==> src/eau_pkg.sv <==
`timescale 1ns / 1ps

package eau_pkg;

  // item kinds
  localparam logic [1:0] KIND_EA    = 2'd0;
  localparam logic [1:0] KIND_WRITE = 2'd1;
  localparam logic [1:0] KIND_READ  = 2'd2;

  // operand classes
  localparam logic [1:0] CLS_DREG = 2'd0;
  localparam logic [1:0] CLS_AREG = 2'd1;
  localparam logic [1:0] CLS_MEM  = 2'd2;
  localparam logic [1:0] CLS_IMM  = 2'd3;

  // operand sizes
  localparam logic [1:0] SIZE_BYTE = 2'd0;
  localparam logic [1:0] SIZE_WORD = 2'd1;
  localparam logic [1:0] SIZE_LONG = 2'd2;

  // addressing modes
  localparam logic [2:0] MODE_DREG    = 3'd0;
  localparam logic [2:0] MODE_AREG    = 3'd1;
  localparam logic [2:0] MODE_IND     = 3'd2;
  localparam logic [2:0] MODE_POSTINC = 3'd3;
  localparam logic [2:0] MODE_PREDEC  = 3'd4;
  localparam logic [2:0] MODE_DISP    = 3'd5;
  localparam logic [2:0] MODE_INDEX   = 3'd6;
  localparam logic [2:0] MODE_EXT     = 3'd7;

  // sub-modes of mode 7
  localparam logic [2:0] SUB_ABS_W  = 3'd0;
  localparam logic [2:0] SUB_ABS_L  = 3'd1;
  localparam logic [2:0] SUB_PC_DSP = 3'd2;
  localparam logic [2:0] SUB_PC_IDX = 3'd3;
  localparam logic [2:0] SUB_IMM    = 3'd4;

  localparam logic [31:0] MASK_RESET = 32'h00ff_ffff;

  typedef struct packed {
    logic [1:0]  kind;
    logic [2:0]  mode;
    logic [2:0]  reg_req;
    logic [1:0]  size;
    logic        is_destination;
    logic [31:0] pc;
    logic [15:0] ext_first;
    logic [15:0] ext_second;
    logic [31:0] write_value;
    logic        address_file;
  } item_t;

  typedef struct packed {
    logic [1:0]  ea_class;
    logic [31:0] ea_value;
    logic [4:0]  cycles;
    logic [1:0]  words_used;
    logic        is_memory;
    logic        is_writable;
    logic        invalid_mode;
    logic [31:0] read_value;
  } res_t;

  // register file write request, address bit 3 selects the address file
  typedef struct packed {
    logic        en;
    logic [3:0]  addr;
    logic [31:0] data;
  } wr_t;

  // register file read request, two ports
  typedef struct packed {
    logic       en;
    logic [3:0] addr_a;
    logic [3:0] addr_b;
  } rd_req_t;

  function automatic logic [31:0] sx8(input logic [7:0] v);
    return {{24{v[7]}}, v};
  endfunction

  function automatic logic [31:0] sx16(input logic [15:0] v);
    return {{16{v[15]}}, v};
  endfunction

  // address calculation cost; row is the mode, or 8 plus the sub-mode
  function automatic logic [4:0] cost_lookup(input logic [3:0] row, input logic lng);
    logic [4:0] c;
    begin
      case (row)
        4'd2, 4'd3, 4'd12: c = lng ? 5'd8  : 5'd4;
        4'd4:              c = lng ? 5'd10 : 5'd6;
        4'd5, 4'd8, 4'd10: c = lng ? 5'd12 : 5'd8;
        4'd6, 4'd11:       c = lng ? 5'd14 : 5'd10;
        4'd9:              c = lng ? 5'd16 : 5'd12;
        default:           c = 5'd0;
      endcase
      return c;
    end
  endfunction

endpackage

==> src/eau_regfile.sv <==
`timescale 1ns / 1ps

module eau_regfile (
  input  logic            clk_i,
  input  logic            rst_ni,
  input  eau_pkg::wr_t    wr_i,
  input  eau_pkg::rd_req_t rd_i,
  output logic [31:0]     rd_a_o,
  output logic [31:0]     rd_b_o
);
  import eau_pkg::*;

  // entries 0..7 data registers, 8..15 address registers
  logic [31:0] mem_q [16];
  logic [31:0] rd_a_q;
  logic [31:0] rd_b_q;

  always_ff @(posedge clk_i or negedge rst_ni) begin
    if (!rst_ni) begin
      for (int i = 0; i < 16; i++) begin
        mem_q[i] <= '0;
      end
      rd_a_q <= '0;
      rd_b_q <= '0;
    end else begin
      if (wr_i.en) begin
        mem_q[wr_i.addr] <= wr_i.data;
      end
      // write-first: a read in the same cycle as a write sees the new value
      if (rd_i.en) begin
        rd_a_q <= (wr_i.en && wr_i.addr == rd_i.addr_a) ? wr_i.data : mem_q[rd_i.addr_a];
        rd_b_q <= (wr_i.en && wr_i.addr == rd_i.addr_b) ? wr_i.data : mem_q[rd_i.addr_b];
      end
    end
  end

  assign rd_a_o = rd_a_q;
  assign rd_b_o = rd_b_q;

endmodule

==> src/eau_calc.sv <==
`timescale 1ns / 1ps

module eau_calc (
  input  eau_pkg::item_t item_i,
  input  logic [31:0]    rd_a_i,
  input  logic [31:0]    rd_b_i,
  input  logic [31:0]    address_mask_i,
  output eau_pkg::res_t  res_o,
  output eau_pkg::wr_t   wr_o
);
  import eau_pkg::*;

  logic [1:0]  sz;
  logic        lng;
  logic [31:0] smask;
  logic [31:0] step;
  logic [31:0] ext_val;
  logic [31:0] idx;
  logic [31:0] idx_base;
  logic [31:0] indexed_addr;
  logic [31:0] long_imm;
  logic [31:0] postinc_an;
  logic [31:0] predec_an;
  logic [3:0]  row;
  logic [31:0] wmasked;

  always_comb begin
    sz  = (item_i.size == 2'd3) ? SIZE_LONG : item_i.size;
    lng = (sz == SIZE_LONG);
    case (sz)
      SIZE_BYTE: smask = 32'h0000_00ff;
      SIZE_WORD: smask = 32'h0000_ffff;
      default:   smask = 32'hffff_ffff;
    endcase
    // a7 keeps the stack word aligned on byte steps
    case (sz)
      SIZE_BYTE: step = (item_i.reg_req == 3'd7) ? 32'd2 : 32'd1;
      SIZE_WORD: step = 32'd2;
      default:   step = 32'd4;
    endcase
    wmasked = item_i.write_value & smask;
    case (sz)
      SIZE_BYTE: ext_val = sx8(wmasked[7:0]);
      SIZE_WORD: ext_val = sx16(wmasked[15:0]);
      default:   ext_val = wmasked;
    endcase

    idx          = item_i.ext_first[11] ? rd_b_i : sx16(rd_b_i[15:0]);
    idx_base     = (item_i.mode == MODE_EXT) ? item_i.pc : rd_a_i;
    indexed_addr = idx_base + idx + sx8(item_i.ext_first[7:0]);
    long_imm     = {item_i.ext_first, item_i.ext_second};
    postinc_an   = (rd_a_i + step) & address_mask_i;
    predec_an    = (rd_a_i - step) & address_mask_i;
    row          = (item_i.mode == MODE_EXT) ? {1'b1, item_i.reg_req} : {1'b0, item_i.mode};

    res_o = '0;
    wr_o  = '0;

    case (item_i.kind)
      KIND_WRITE: begin
        res_o.ea_class = item_i.address_file ? CLS_AREG : CLS_DREG;
        wr_o.en        = 1'b1;
        wr_o.addr      = {item_i.address_file, item_i.reg_req};
        wr_o.data      = item_i.address_file ? ext_val : ((rd_a_i & ~smask) | wmasked);
      end
      KIND_READ: begin
        res_o.ea_class   = item_i.address_file ? CLS_AREG : CLS_DREG;
        res_o.read_value = rd_a_i & smask;
      end
      KIND_EA: begin
        if (item_i.mode == MODE_EXT && item_i.reg_req > SUB_IMM) begin
          res_o.invalid_mode = 1'b1;
        end else begin
          res_o.cycles      = cost_lookup(row, lng);
          res_o.ea_class    = CLS_MEM;
          res_o.is_memory   = 1'b1;
          res_o.is_writable = 1'b1;
          case (item_i.mode)
            MODE_DREG: begin
              res_o.ea_class  = CLS_DREG;
              res_o.is_memory = 1'b0;
            end
            MODE_AREG: begin
              res_o.ea_class  = CLS_AREG;
              res_o.is_memory = 1'b0;
            end
            MODE_IND: begin
              res_o.ea_value = rd_a_i;
            end
            MODE_POSTINC: begin
              res_o.ea_value = rd_a_i;
              wr_o.en        = 1'b1;
              wr_o.addr      = {1'b1, item_i.reg_req};
              wr_o.data      = postinc_an;
            end
            MODE_PREDEC: begin
              res_o.ea_value = predec_an;
              if (item_i.is_destination) begin
                res_o.cycles = lng ? 5'd8 : 5'd4;
              end
              wr_o.en   = 1'b1;
              wr_o.addr = {1'b1, item_i.reg_req};
              wr_o.data = predec_an;
            end
            MODE_DISP: begin
              res_o.ea_value   = rd_a_i + sx16(item_i.ext_first);
              res_o.words_used = 2'd1;
            end
            MODE_INDEX: begin
              res_o.ea_value   = indexed_addr;
              res_o.words_used = 2'd1;
            end
            default: begin
              case (item_i.reg_req)
                SUB_ABS_W: begin
                  res_o.ea_value   = sx16(item_i.ext_first);
                  res_o.words_used = 2'd1;
                end
                SUB_ABS_L: begin
                  res_o.ea_value   = long_imm;
                  res_o.words_used = 2'd2;
                end
                SUB_PC_DSP: begin
                  res_o.ea_value    = item_i.pc + sx16(item_i.ext_first);
                  res_o.words_used  = 2'd1;
                  res_o.is_writable = 1'b0;
                end
                SUB_PC_IDX: begin
                  res_o.ea_value    = indexed_addr;
                  res_o.words_used  = 2'd1;
                  res_o.is_writable = 1'b0;
                end
                default: begin
                  res_o.ea_class    = CLS_IMM;
                  res_o.is_memory   = 1'b0;
                  res_o.is_writable = 1'b0;
                  if (lng) begin
                    res_o.ea_value   = long_imm;
                    res_o.words_used = 2'd2;
                  end else begin
                    res_o.ea_value   = {16'h0000, item_i.ext_first} & smask;
                    res_o.words_used = 2'd1;
                  end
                end
              endcase
            end
          endcase
        end
      end
      default: begin
        res_o = '0;
      end
    endcase
  end

endmodule

==> src/m68k_effective_address_unit.sv <==
`timescale 1ns / 1ps

// channel   direction  handshake                  payload
// in        input      in_valid_i / in_ready_o     kind .. address_file, one item per operand
// out       output     out_valid_o / out_ready_i   ea_class .. read_value, one item per input
// cfg       input      cfg_valid_i / cfg_ready_o   cfg_data_i, address mask
//
// one item per cycle sustained while the output is not stalled
// stage one holds the item and the registered register file reads, stage two the result
// register file updates ((An)+, -(An), register writes) land as an item leaves stage one,
// so the next item's reads see them through the write-first read port
// async active-low reset clears all sixteen registers and sets the mask to 0x00ffffff
// a stalled output holds stage two; an empty stage one still takes an item meanwhile

module m68k_effective_address_unit (
  input  logic        clk_i,
  input  logic        rst_ni,

  input  logic        in_valid_i,
  output logic        in_ready_o,
  input  logic [1:0]  kind_i,
  input  logic [2:0]  mode_i,
  input  logic [2:0]  reg_req_i,
  input  logic [1:0]  size_i,
  input  logic        is_destination_i,
  input  logic [31:0] pc_i,
  input  logic [15:0] ext_first_i,
  input  logic [15:0] ext_second_i,
  input  logic [31:0] write_value_i,
  input  logic        address_file_i,

  output logic        out_valid_o,
  input  logic        out_ready_i,
  output logic [1:0]  ea_class_o,
  output logic [31:0] ea_value_o,
  output logic [4:0]  cycles_o,
  output logic [1:0]  words_used_o,
  output logic        is_memory_o,
  output logic        is_writable_o,
  output logic        invalid_mode_o,
  output logic [31:0] read_value_o,

  input  logic        cfg_valid_i,
  output logic        cfg_ready_o,
  input  logic [31:0] cfg_data_i
);
  import eau_pkg::*;

  // stage one: item register
  logic    s1_valid_q;
  item_t   s1_item_q;
  logic    s1_advance;
  logic    in_accept;

  // stage two: result register
  logic    out_valid_q;
  res_t    res_q;
  res_t    res_d;

  logic [31:0] address_mask_q;

  wr_t         calc_wr;
  wr_t         rf_wr;
  rd_req_t     rf_rd;
  logic [31:0] rd_a;
  logic [31:0] rd_b;

  assign s1_advance = s1_valid_q && (!out_valid_q || out_ready_i);
  assign in_ready_o = !s1_valid_q || s1_advance;
  assign in_accept  = in_valid_i && in_ready_o;

  // config writes are always taken
  assign cfg_ready_o = 1'b1;

  always_ff @(posedge clk_i or negedge rst_ni) begin
    if (!rst_ni) begin
      address_mask_q <= MASK_RESET;
    end else if (cfg_valid_i) begin
      address_mask_q <= cfg_data_i;
    end
  end

  always_ff @(posedge clk_i or negedge rst_ni) begin
    if (!rst_ni) begin
      s1_valid_q <= 1'b0;
    end else if (in_ready_o) begin
      s1_valid_q <= in_valid_i;
    end
  end

  always_ff @(posedge clk_i) begin
    if (in_accept) begin
      s1_item_q.kind           <= kind_i;
      s1_item_q.mode           <= mode_i;
      s1_item_q.reg_req        <= reg_req_i;
      s1_item_q.size           <= size_i;
      s1_item_q.is_destination <= is_destination_i;
      s1_item_q.pc             <= pc_i;
      s1_item_q.ext_first      <= ext_first_i;
      s1_item_q.ext_second     <= ext_second_i;
      s1_item_q.write_value    <= write_value_i;
      s1_item_q.address_file   <= address_file_i;
    end
  end

  // port a: the operand register (An for address modes), port b: the index register
  always_comb begin
    rf_rd.en     = in_accept;
    rf_rd.addr_a = (kind_i == KIND_EA) ? {1'b1, reg_req_i} : {address_file_i, reg_req_i};
    rf_rd.addr_b = {ext_first_i[15], ext_first_i[14:12]};
  end

  always_comb begin
    rf_wr    = calc_wr;
    rf_wr.en = calc_wr.en && s1_advance;
  end

  eau_regfile u_regfile (
    .clk_i  (clk_i),
    .rst_ni (rst_ni),
    .wr_i   (rf_wr),
    .rd_i   (rf_rd),
    .rd_a_o (rd_a),
    .rd_b_o (rd_b)
  );

  eau_calc u_calc (
    .item_i         (s1_item_q),
    .rd_a_i         (rd_a),
    .rd_b_i         (rd_b),
    .address_mask_i (address_mask_q),
    .res_o          (res_d),
    .wr_o           (calc_wr)
  );

  always_ff @(posedge clk_i or negedge rst_ni) begin
    if (!rst_ni) begin
      out_valid_q <= 1'b0;
    end else if (!out_valid_q || out_ready_i) begin
      out_valid_q <= s1_valid_q;
    end
  end

  always_ff @(posedge clk_i) begin
    if (s1_advance) begin
      res_q <= res_d;
    end
  end

  assign out_valid_o    = out_valid_q;
  assign ea_class_o     = res_q.ea_class;
  assign ea_value_o     = res_q.ea_value;
  assign cycles_o       = res_q.cycles;
  assign words_used_o   = res_q.words_used;
  assign is_memory_o    = res_q.is_memory;
  assign is_writable_o  = res_q.is_writable;
  assign invalid_mode_o = res_q.invalid_mode;
  assign read_value_o   = res_q.read_value;

`ifndef SYNTH
  // an empty result register never holds back the input
  a_ready_when_out_empty: assert property (@(posedge clk_i) disable iff (!rst_ni)
    !out_valid_q |-> in_ready_o)
    else $error("input stalled with empty result register");

  // memory class and memory flag agree on every result
  a_mem_class: assert property (@(posedge clk_i) disable iff (!rst_ni)
    out_valid_o |-> ((ea_class_o == CLS_MEM) == is_memory_o))
    else $error("memory flag disagrees with operand class");

  // an invalid sub-mode carries nothing else
  a_invalid_clean: assert property (@(posedge clk_i) disable iff (!rst_ni)
    (out_valid_o && invalid_mode_o) |->
      (ea_value_o == 32'd0 && cycles_o == 5'd0 && words_used_o == 2'd0 && !is_writable_o))
    else $error("invalid mode result has nonzero fields");

  // register file is only written as an item leaves stage one
  a_write_on_advance: assert property (@(posedge clk_i) disable iff (!rst_ni)
    rf_wr.en |-> (s1_valid_q && (!out_valid_q || out_ready_i)))
    else $error("register file written without an item advancing");
`endif

endmodule
==> config.mk <==
export PLATFORM = sky130hd
export DESIGN_NAME = m68k_effective_address_unit
export DESIGN_NICKNAME = d
export VERILOG_FILES = /design/src/eau_pkg.sv /design/src/eau_regfile.sv /design/src/eau_calc.sv /design/src/m68k_effective_address_unit.sv
export SDC_FILE = /design/constraint.sdc
export NUM_CORES = 2
export LEC_CHECK = 0
export BUFFER_PORTS_ARGS = -buffer_cell sky130_fd_sc_hd__buf_2
export CORE_MARGIN = 2
export CORE_UTILIZATION = 40
export CTS_CLUSTER_DIAMETER = 120
export DETAILED_ROUTE_END_ITERATION = 7
export PLACE_DENSITY = 0.6
export SYNTH_ARGS = -nofsm -noshare
export SYNTH_HDL_FRONTEND = slang
export SYNTH_SLANG_ARGS = --single-unit
==> constraint.sdc <==
create_clock -name clk_i -period 6.53 [get_ports clk_i]
set_input_delay 0.3265 -clock clk_i [delete_from_list [all_inputs] [get_ports clk_i]]
set_output_delay 0.3265 -clock clk_i [all_outputs]
set_load 0.005 [all_outputs]
-- Word level (Yosys, flattened, before mapping)
Cells that the tools add are included.
- order comparisons: 5
- add/subtract/negate cells: 6
- muxes and demuxes: 48
- reductions and logical operators: 30
- equal/unequal tests: 28
- bitwise operators: 12
- operator list (kind ; count):
    $bwmux W512 ; 1
    $mux W32 ; 11
    $bmux W32 S4 ; 2
    $pmux W32 S2 ; 3
    $add A32 B32 Y32 ; 5
    $and A32 B32 Y32 ; 5
    $pmux W32 S5 ; 1
    $pmux W37 S2 ; 2
    $demux W32 S4 ; 1
    $pmux W32 S4 ; 1
    $mux W43 ; 1
    $mux W37 ; 1
    $and A16 B32 Y32 ; 1
    $not A32 Y32 ; 1
    $or A32 B32 Y32 ; 1
    $sub A32 B32 Y32 ; 1
    $pmux W5 S5 ; 1
    $eq A4 B4 Y1 const B ; 5
    $mux W4 ; 4
    $eq A3 B3 Y1 const B ; 5
    $ge A5 B5 Y1 const B ; 3
    $mux W5 ; 3
    $not A4 Y5 ; 3
    $reduce_or A2 Y1 ; 7
    25 further kinds ; 60
- logic and storage cells: 168
- input port bits: 145
- bits in registers: 794

-- Depth between registers and ports, before layout
- word-level depth: 15
- mapped depth: 20

-- Modules after synthesis
Synthesis repeated with hierarchy kept, for this count alone.
- cells, all modules: 3963
- area, all modules: 47763.3 um2
- by module, submodules not included (module ; area each (um2) ; seq. area each (um2) ; instances ; cells an instance):
    eau_regfile ; 29936.2 ; 14413.8 ; 1 ; 2048
    eau_calc ; 10812.9 ; 0.0 ; 1 ; 1651
    m68k_effective_address_unit ; 7014.2 ; 6406.1 ; 1 ; 264

-- Worst setup path before layout
OpenSTA, ideal clock, no wires.
- path kind: reg-to-reg
- start: reg s1_item_q[105] in the netlist's numbering
- end: reg res_q, in the netlist ea_value_o[25], data pin
- setup time: 269 ps
- path slack: 1533 ps
- stages on the path, launching flop included: 20
- path buffers: 4
- required time: 6261 ps
- arrival: 4727 ps
- path through: edfxtp_1 > clkbuf_1 > and3_1 > buf_2 > buf_1 > clkbuf_1 > o21ai_0 > fa_1 > ha_1 > fa_1 > a211oi_1 > o21ai_0 > a21oi_1 > o31ai_1 > a211oi_1 > o21ai_0 > xor2_1 > a221o_1 > a22oi_1 > o21ai_0
- word-level cells in the longest chain between the ends: 6
- elaborated cells between the ends (all ways): 17
- RTL lines (element ; line ; source):
    start, declared ; m68k_effective_address_unit.sv:51 ; item_t s1_item_q;
    $eq A3 B3 Y1 ; eau_calc.sv:49, eau_calc.sv:71 ;
    $mux W32 ; eau_calc.sv:49 ; idx_base = (item_i.mode == MODE_EXT) ? item_i.pc : rd_a_i;
    $add A32 B32 Y32 (2 in series) ; eau_calc.sv:50 ; indexed_addr = idx_base + idx + sx8(item_i.ext_first[7:0]);
    $pmux W32 S4 ; eau_calc.sv:114 ; case (item_i.reg_req)
    $pmux W32 S5 ; eau_calc.sv:78 ; case (item_i.mode)
    end signal, assigned ; m68k_effective_address_unit.sv:146 ; res_q <= res_d;
    end, declared ; m68k_effective_address_unit.sv:57 ; res_t res_q;
Parallel ways exist; a longest one is shown, timed or not.
A chain may end at the register's enable or synchronous reset.

-- Final worst setup path
- start: reg s1_item_q[105] in the netlist's numbering
- end: reg res_q, in the netlist ea_value_o[30], data pin
Same word-level chain as after synthesis.

==> impl_metrics.env <==
export IMPL_powerDensity_nw_per_um2=290.2
export IMPL_crit_arrival_ns=5.93
export IMPL_rows=124
export IMPL_end_kind="register"
export IMPL_leakage_nw=21.85
export IMPL_wl_microns=157800
export IMPL_ys_seq_area_share_pct=44.88
export IMPL_cts_root_buf="clkbuf_16"
export IMPL_core_area_sq_um=114700
export IMPL_ys_flop_type="dfrtp_1"
export IMPL_pwr_share_comb_pct=25.7
export IMPL_grt_max_degree=146
export IMPL_multi_input_area_sq_um=24090
export IMPL_crit_fanout=35
export IMPL_clk_path_buf_depth=3
export IMPL_initial_core_util_pct=40.41
export IMPL_max_freq_mhz=180.9
export IMPL_vias=36880
export IMPL_startpoint="s1_item_q[105]"
export IMPL_reg2reg_depth=17
export IMPL_seqCellArea_sq_um=20790
export IMPL_ys_types=93
export IMPL_die_w_microns=344.3
export IMPL_cp_start_kind="register"
export IMPL_drive_gt1_share_pct=20.03
export IMPL_critPathSlowestCell="a21oi_1"
export IMPL_cpPeakStageDelay_ns=0.60
export IMPL_numCtsBuffers=85
export IMPL_syn_inst=4354
export IMPL_synth_edf_count=183
export IMPL_async_reset_ff_share_pct=76.92
export IMPL_die_height_microns=344.3
export IMPL_min_path_type="input port to register"
export IMPL_ys_seq_elements=793
export IMPL_maxSlewViolCount=0
export IMPL_grt_pass1_wl_microns=235000
export IMPL_dr_pass1_iters=8
export IMPL_fin_setup_tns_ns=0
export IMPL_cts_tree="yes"
export IMPL_crit_end="ea_value_o[30]"
export IMPL_cts_sinks=793
export IMPL_dp_hpwl_microns=104200
export IMPL_post_route_min_period_ns=5.529
export IMPL_post_cts_setup_buffers=0
export IMPL_power_mw=15.49
export IMPL_ant_nets=0
export IMPL_cts_htree_levels=3
export IMPL_n_antenna_cell=0
export IMPL_critPathBufInv=2
export IMPL_syn_cell_area_sq_um=46330
export IMPL_drt_iter0_drc=3995
export IMPL_setup_viol=0
export IMPL_ys_warn_count=0
export IMPL_grtUsageTotal_pct=26.45
export IMPL_fin_skew_ns=0.02300
export IMPL_path_delay_family="compound AO/OA/AOI/OAI gates"
export IMPL_drc_errors=0
export IMPL_status="complete, no violations"
export IMPL_gp_congestion=0.9568
export IMPL_critical_path_cell_chain="buf_4, and3_2, buf_4, nand2_1, nand2_1, fa_1, ha_1, a2111oi_0, o21ai_0, and2_1, a31oi_1, o21ai_0, a21oi_1, o31ai_1, xor2_1, a2111oi_0, o211ai_1"
export IMPL_pwr_share_seq_pct=40.9
export IMPL_p_clk_share_pct=33.4
export IMPL_fillers=10540
export IMPL_antenna_found_initial=1
export IMPL_p_switching_mw=4.977
export IMPL_cap_viol_max_count=0
export IMPL_finalNetCount=4843
export IMPL_rsz0062_at_grt="no"
export IMPL_grt_pass1_vias=36110
export IMPL_required_ns=6.93
export IMPL_areaGrowthSynthToFinish_pct=15.24
export IMPL_fin_crit_sh_pct=84.67
export IMPL_clk_latency_ns=0.68
export IMPL_via_per_inst=6.002
export IMPL_reg2reg_to="ea_value_o[30]"
export IMPL_portBuffers=221
export IMPL_syn_nets=4637
export IMPL_wl_per_cell_microns=25.69
export IMPL_hold_violations=0
export IMPL_slew_limit_headroom_pct=22.43
export IMPL_cts_resized=0
export IMPL_syn_avg_cell_area_sq_um=10.64
export IMPL_ir_worst_vdd_mv=0.2109
export IMPL_io_pins=224
export IMPL_reg2reg_from="s1_item_q[105]"
export IMPL_switching_share_pct=32.13
export IMPL_worstSetupPathType="register to register"
export IMPL_die_area_sq_um=118600
export IMPL_p_int_mw=10.52
export IMPL_r2r_slack_ns=1.00
export IMPL_clk_pin_slew_ns=0.07
export IMPL_worst_pin_slew_ns=1.164
export IMPL_overflow=0
export IMPL_min_delay_start="ext_first_i[14]"
export IMPL_worst_path_stages=17
[worst register-to-register path, stage by stage, from the launching register on]
cell and delay, ns:
edfxtp_1 0.32, buf_4 0.26, and3_2 0.36, buf_4 0.46, nand2_1 0.14, nand2_1 0.09
fa_1 0.42, ha_1 0.36, a2111oi_0 0.38, o21ai_0 0.16, and2_1 0.23, a31oi_1 0.34
o21ai_0 0.23, a21oi_1 0.60, o31ai_1 0.18, xor2_1 0.19, a2111oi_0 0.42, o211ai_1 0.12
[cell families (layout without fill, tap and decap cells)]
group                      Yosys count  after routing  synth area share [%]
AOI/OAI and AO/OA                 1268           1268                 16.08
and+or+nand+nor                   1231           1231                 11.55
DFF                                793            793                 44.88
buffers and inverters              405            683                 3.387
muxes                              387            387                 17.32
adders and majority gates          138            138                 4.310
xor gates and xnor gates           130            130                 2.458
other                                2              2               0.01621
[layout by cell type, fill, tap and decap left out, types with 81 or more instances in the layout]
cell | netlist | layout
dlygate4sd3_1 | 0 | 137
a21oi_1 | 464 | 464
nand2_1 | 513 | 504
nor2_1 | 435 | 425
buf_2 | 15 | 216
clkbuf_16 | 0 | 88
mux4_2 | 328 | 328
edfxtp_1 | 183 | 183
dfrtp_1 | 586 | 586
buf_4 | 2 | 109
o21ai_0 | 417 | 417
xnor2_1 | 81 | 81
ha_1 | 102 | 102
[power groups by stage]
stage | sequential (mW) | clock (mW) | combinational [mW]
after global routing | 6.40 | 5.46 | 4.36
after detailed placement | 6.40 | 0 | 3.85
after CTS | 6.31 | 5.25 | 3.94
after global placement | 6.37 | 0 | 3.82
final | 6.33 | 5.18 | 3.98
after floorplan | 6.12 | 0 | 2.88
[state kept, by name, summed over array words and instances, names as in the netlist, 4 cells and up]
| register | flops |
|---|---|
| u_regfile.rd_a_o | 32 |
| s1_item_q | 108 |
| cycles_o | 4 |
| read_value_o | 32 |
| u_regfile.rd_b_o | 32 |
| address_mask_q | 32 |
| ea_value_o | 32 |
| u_regfile.mem_q | 512 |
[per-layer routing]
metal,vias to the layer above,global-route usage [%],part of all wire (%)
li1,16530,-,-
met1,18410,36.08,41
met2,1581,41.89,46
met3,351,4.453,7.8
met4,0,11.20,4.5
met5,-,0,0
[repair_timing]
| action | 4_1_cts | 5_1_grt |
|---|---|---|
| hold endpoints to repair | 242 | 0 |
| hold buffers | 137 | 0 |
| endpoints found under the setup margin | 0 | 0 |
[cell type report]
type / instances / share of cell area [%]
clock buffers: 114 / 4.570
multi-input cells: 3156 / 45.13
well taps: 1512 / 3.544
flip-flops and latches: 793 / 38.94
repair buffers: 472 / 6.436
inverters: 52 / 0.3773
clock inverters: 45 / 1.001
[Yosys cell counts, drive strengths merged (15+ instances only)]
library cell,n,area share [%]
a211oi,22,0.36
a21o,52,0.84
a21oi,472,5.2
a221oi,24,0.45
a31oi,36,0.50
and2,20,0.27
and3,45,0.61
buf,64,0.62
clkbuf,289,2.3
dfrtp,586,32
dfstp,24,1.4
edfxtp,183,12
fa,36,1.6
ha,102,2.8
inv,52,0.42
mux2,36,0.88
mux2i,23,0.50
mux4,328,16
nand2,513,4.2
nand2b,15,0.20
nand3,66,0.71
nand4,22,0.33
nor2,435,3.5
nor2b,19,0.26
nor3,29,0.34
o211ai,38,0.62
o21a,44,0.71
o21ai,427,4.6
o21bai,16,0.26
o22ai,16,0.22
or3,21,0.29
xnor2,81,1.5
xor2,49,0.93
[per-stage QoR]
step	setup slack, ns	std cells	instance area (sq um)	util, %	hold WS, ns
final	1.001	6144	53390	46.56	0.2619
after global placement	1.097	5848	49040	42.77	0.4637
after CTS	1.022	6144	53390	46.56	0.2384
after global routing	0.6133	6144	53390	46.56	0.2581
after floorplan	1.533	4354	46330	-	0.03091
after detailed placement	1.057	5848	49040	42.77	0.4675
[how the worst min path moves through the flow]
stage | to | cells past startpoint
2_1_floorplan | address_mask_q[24] | 0
3_3_place_gp | u_regfile.rd_b_o[17] | 2
3_5_place_dp | u_regfile.mem_q[191] | 1
4_1_cts | s1_item_q[63] | 2
5_1_grt | s1_item_q[63] | 2
6_report | s1_item_q[63] | 2
(Power assumes the default switching activity.)
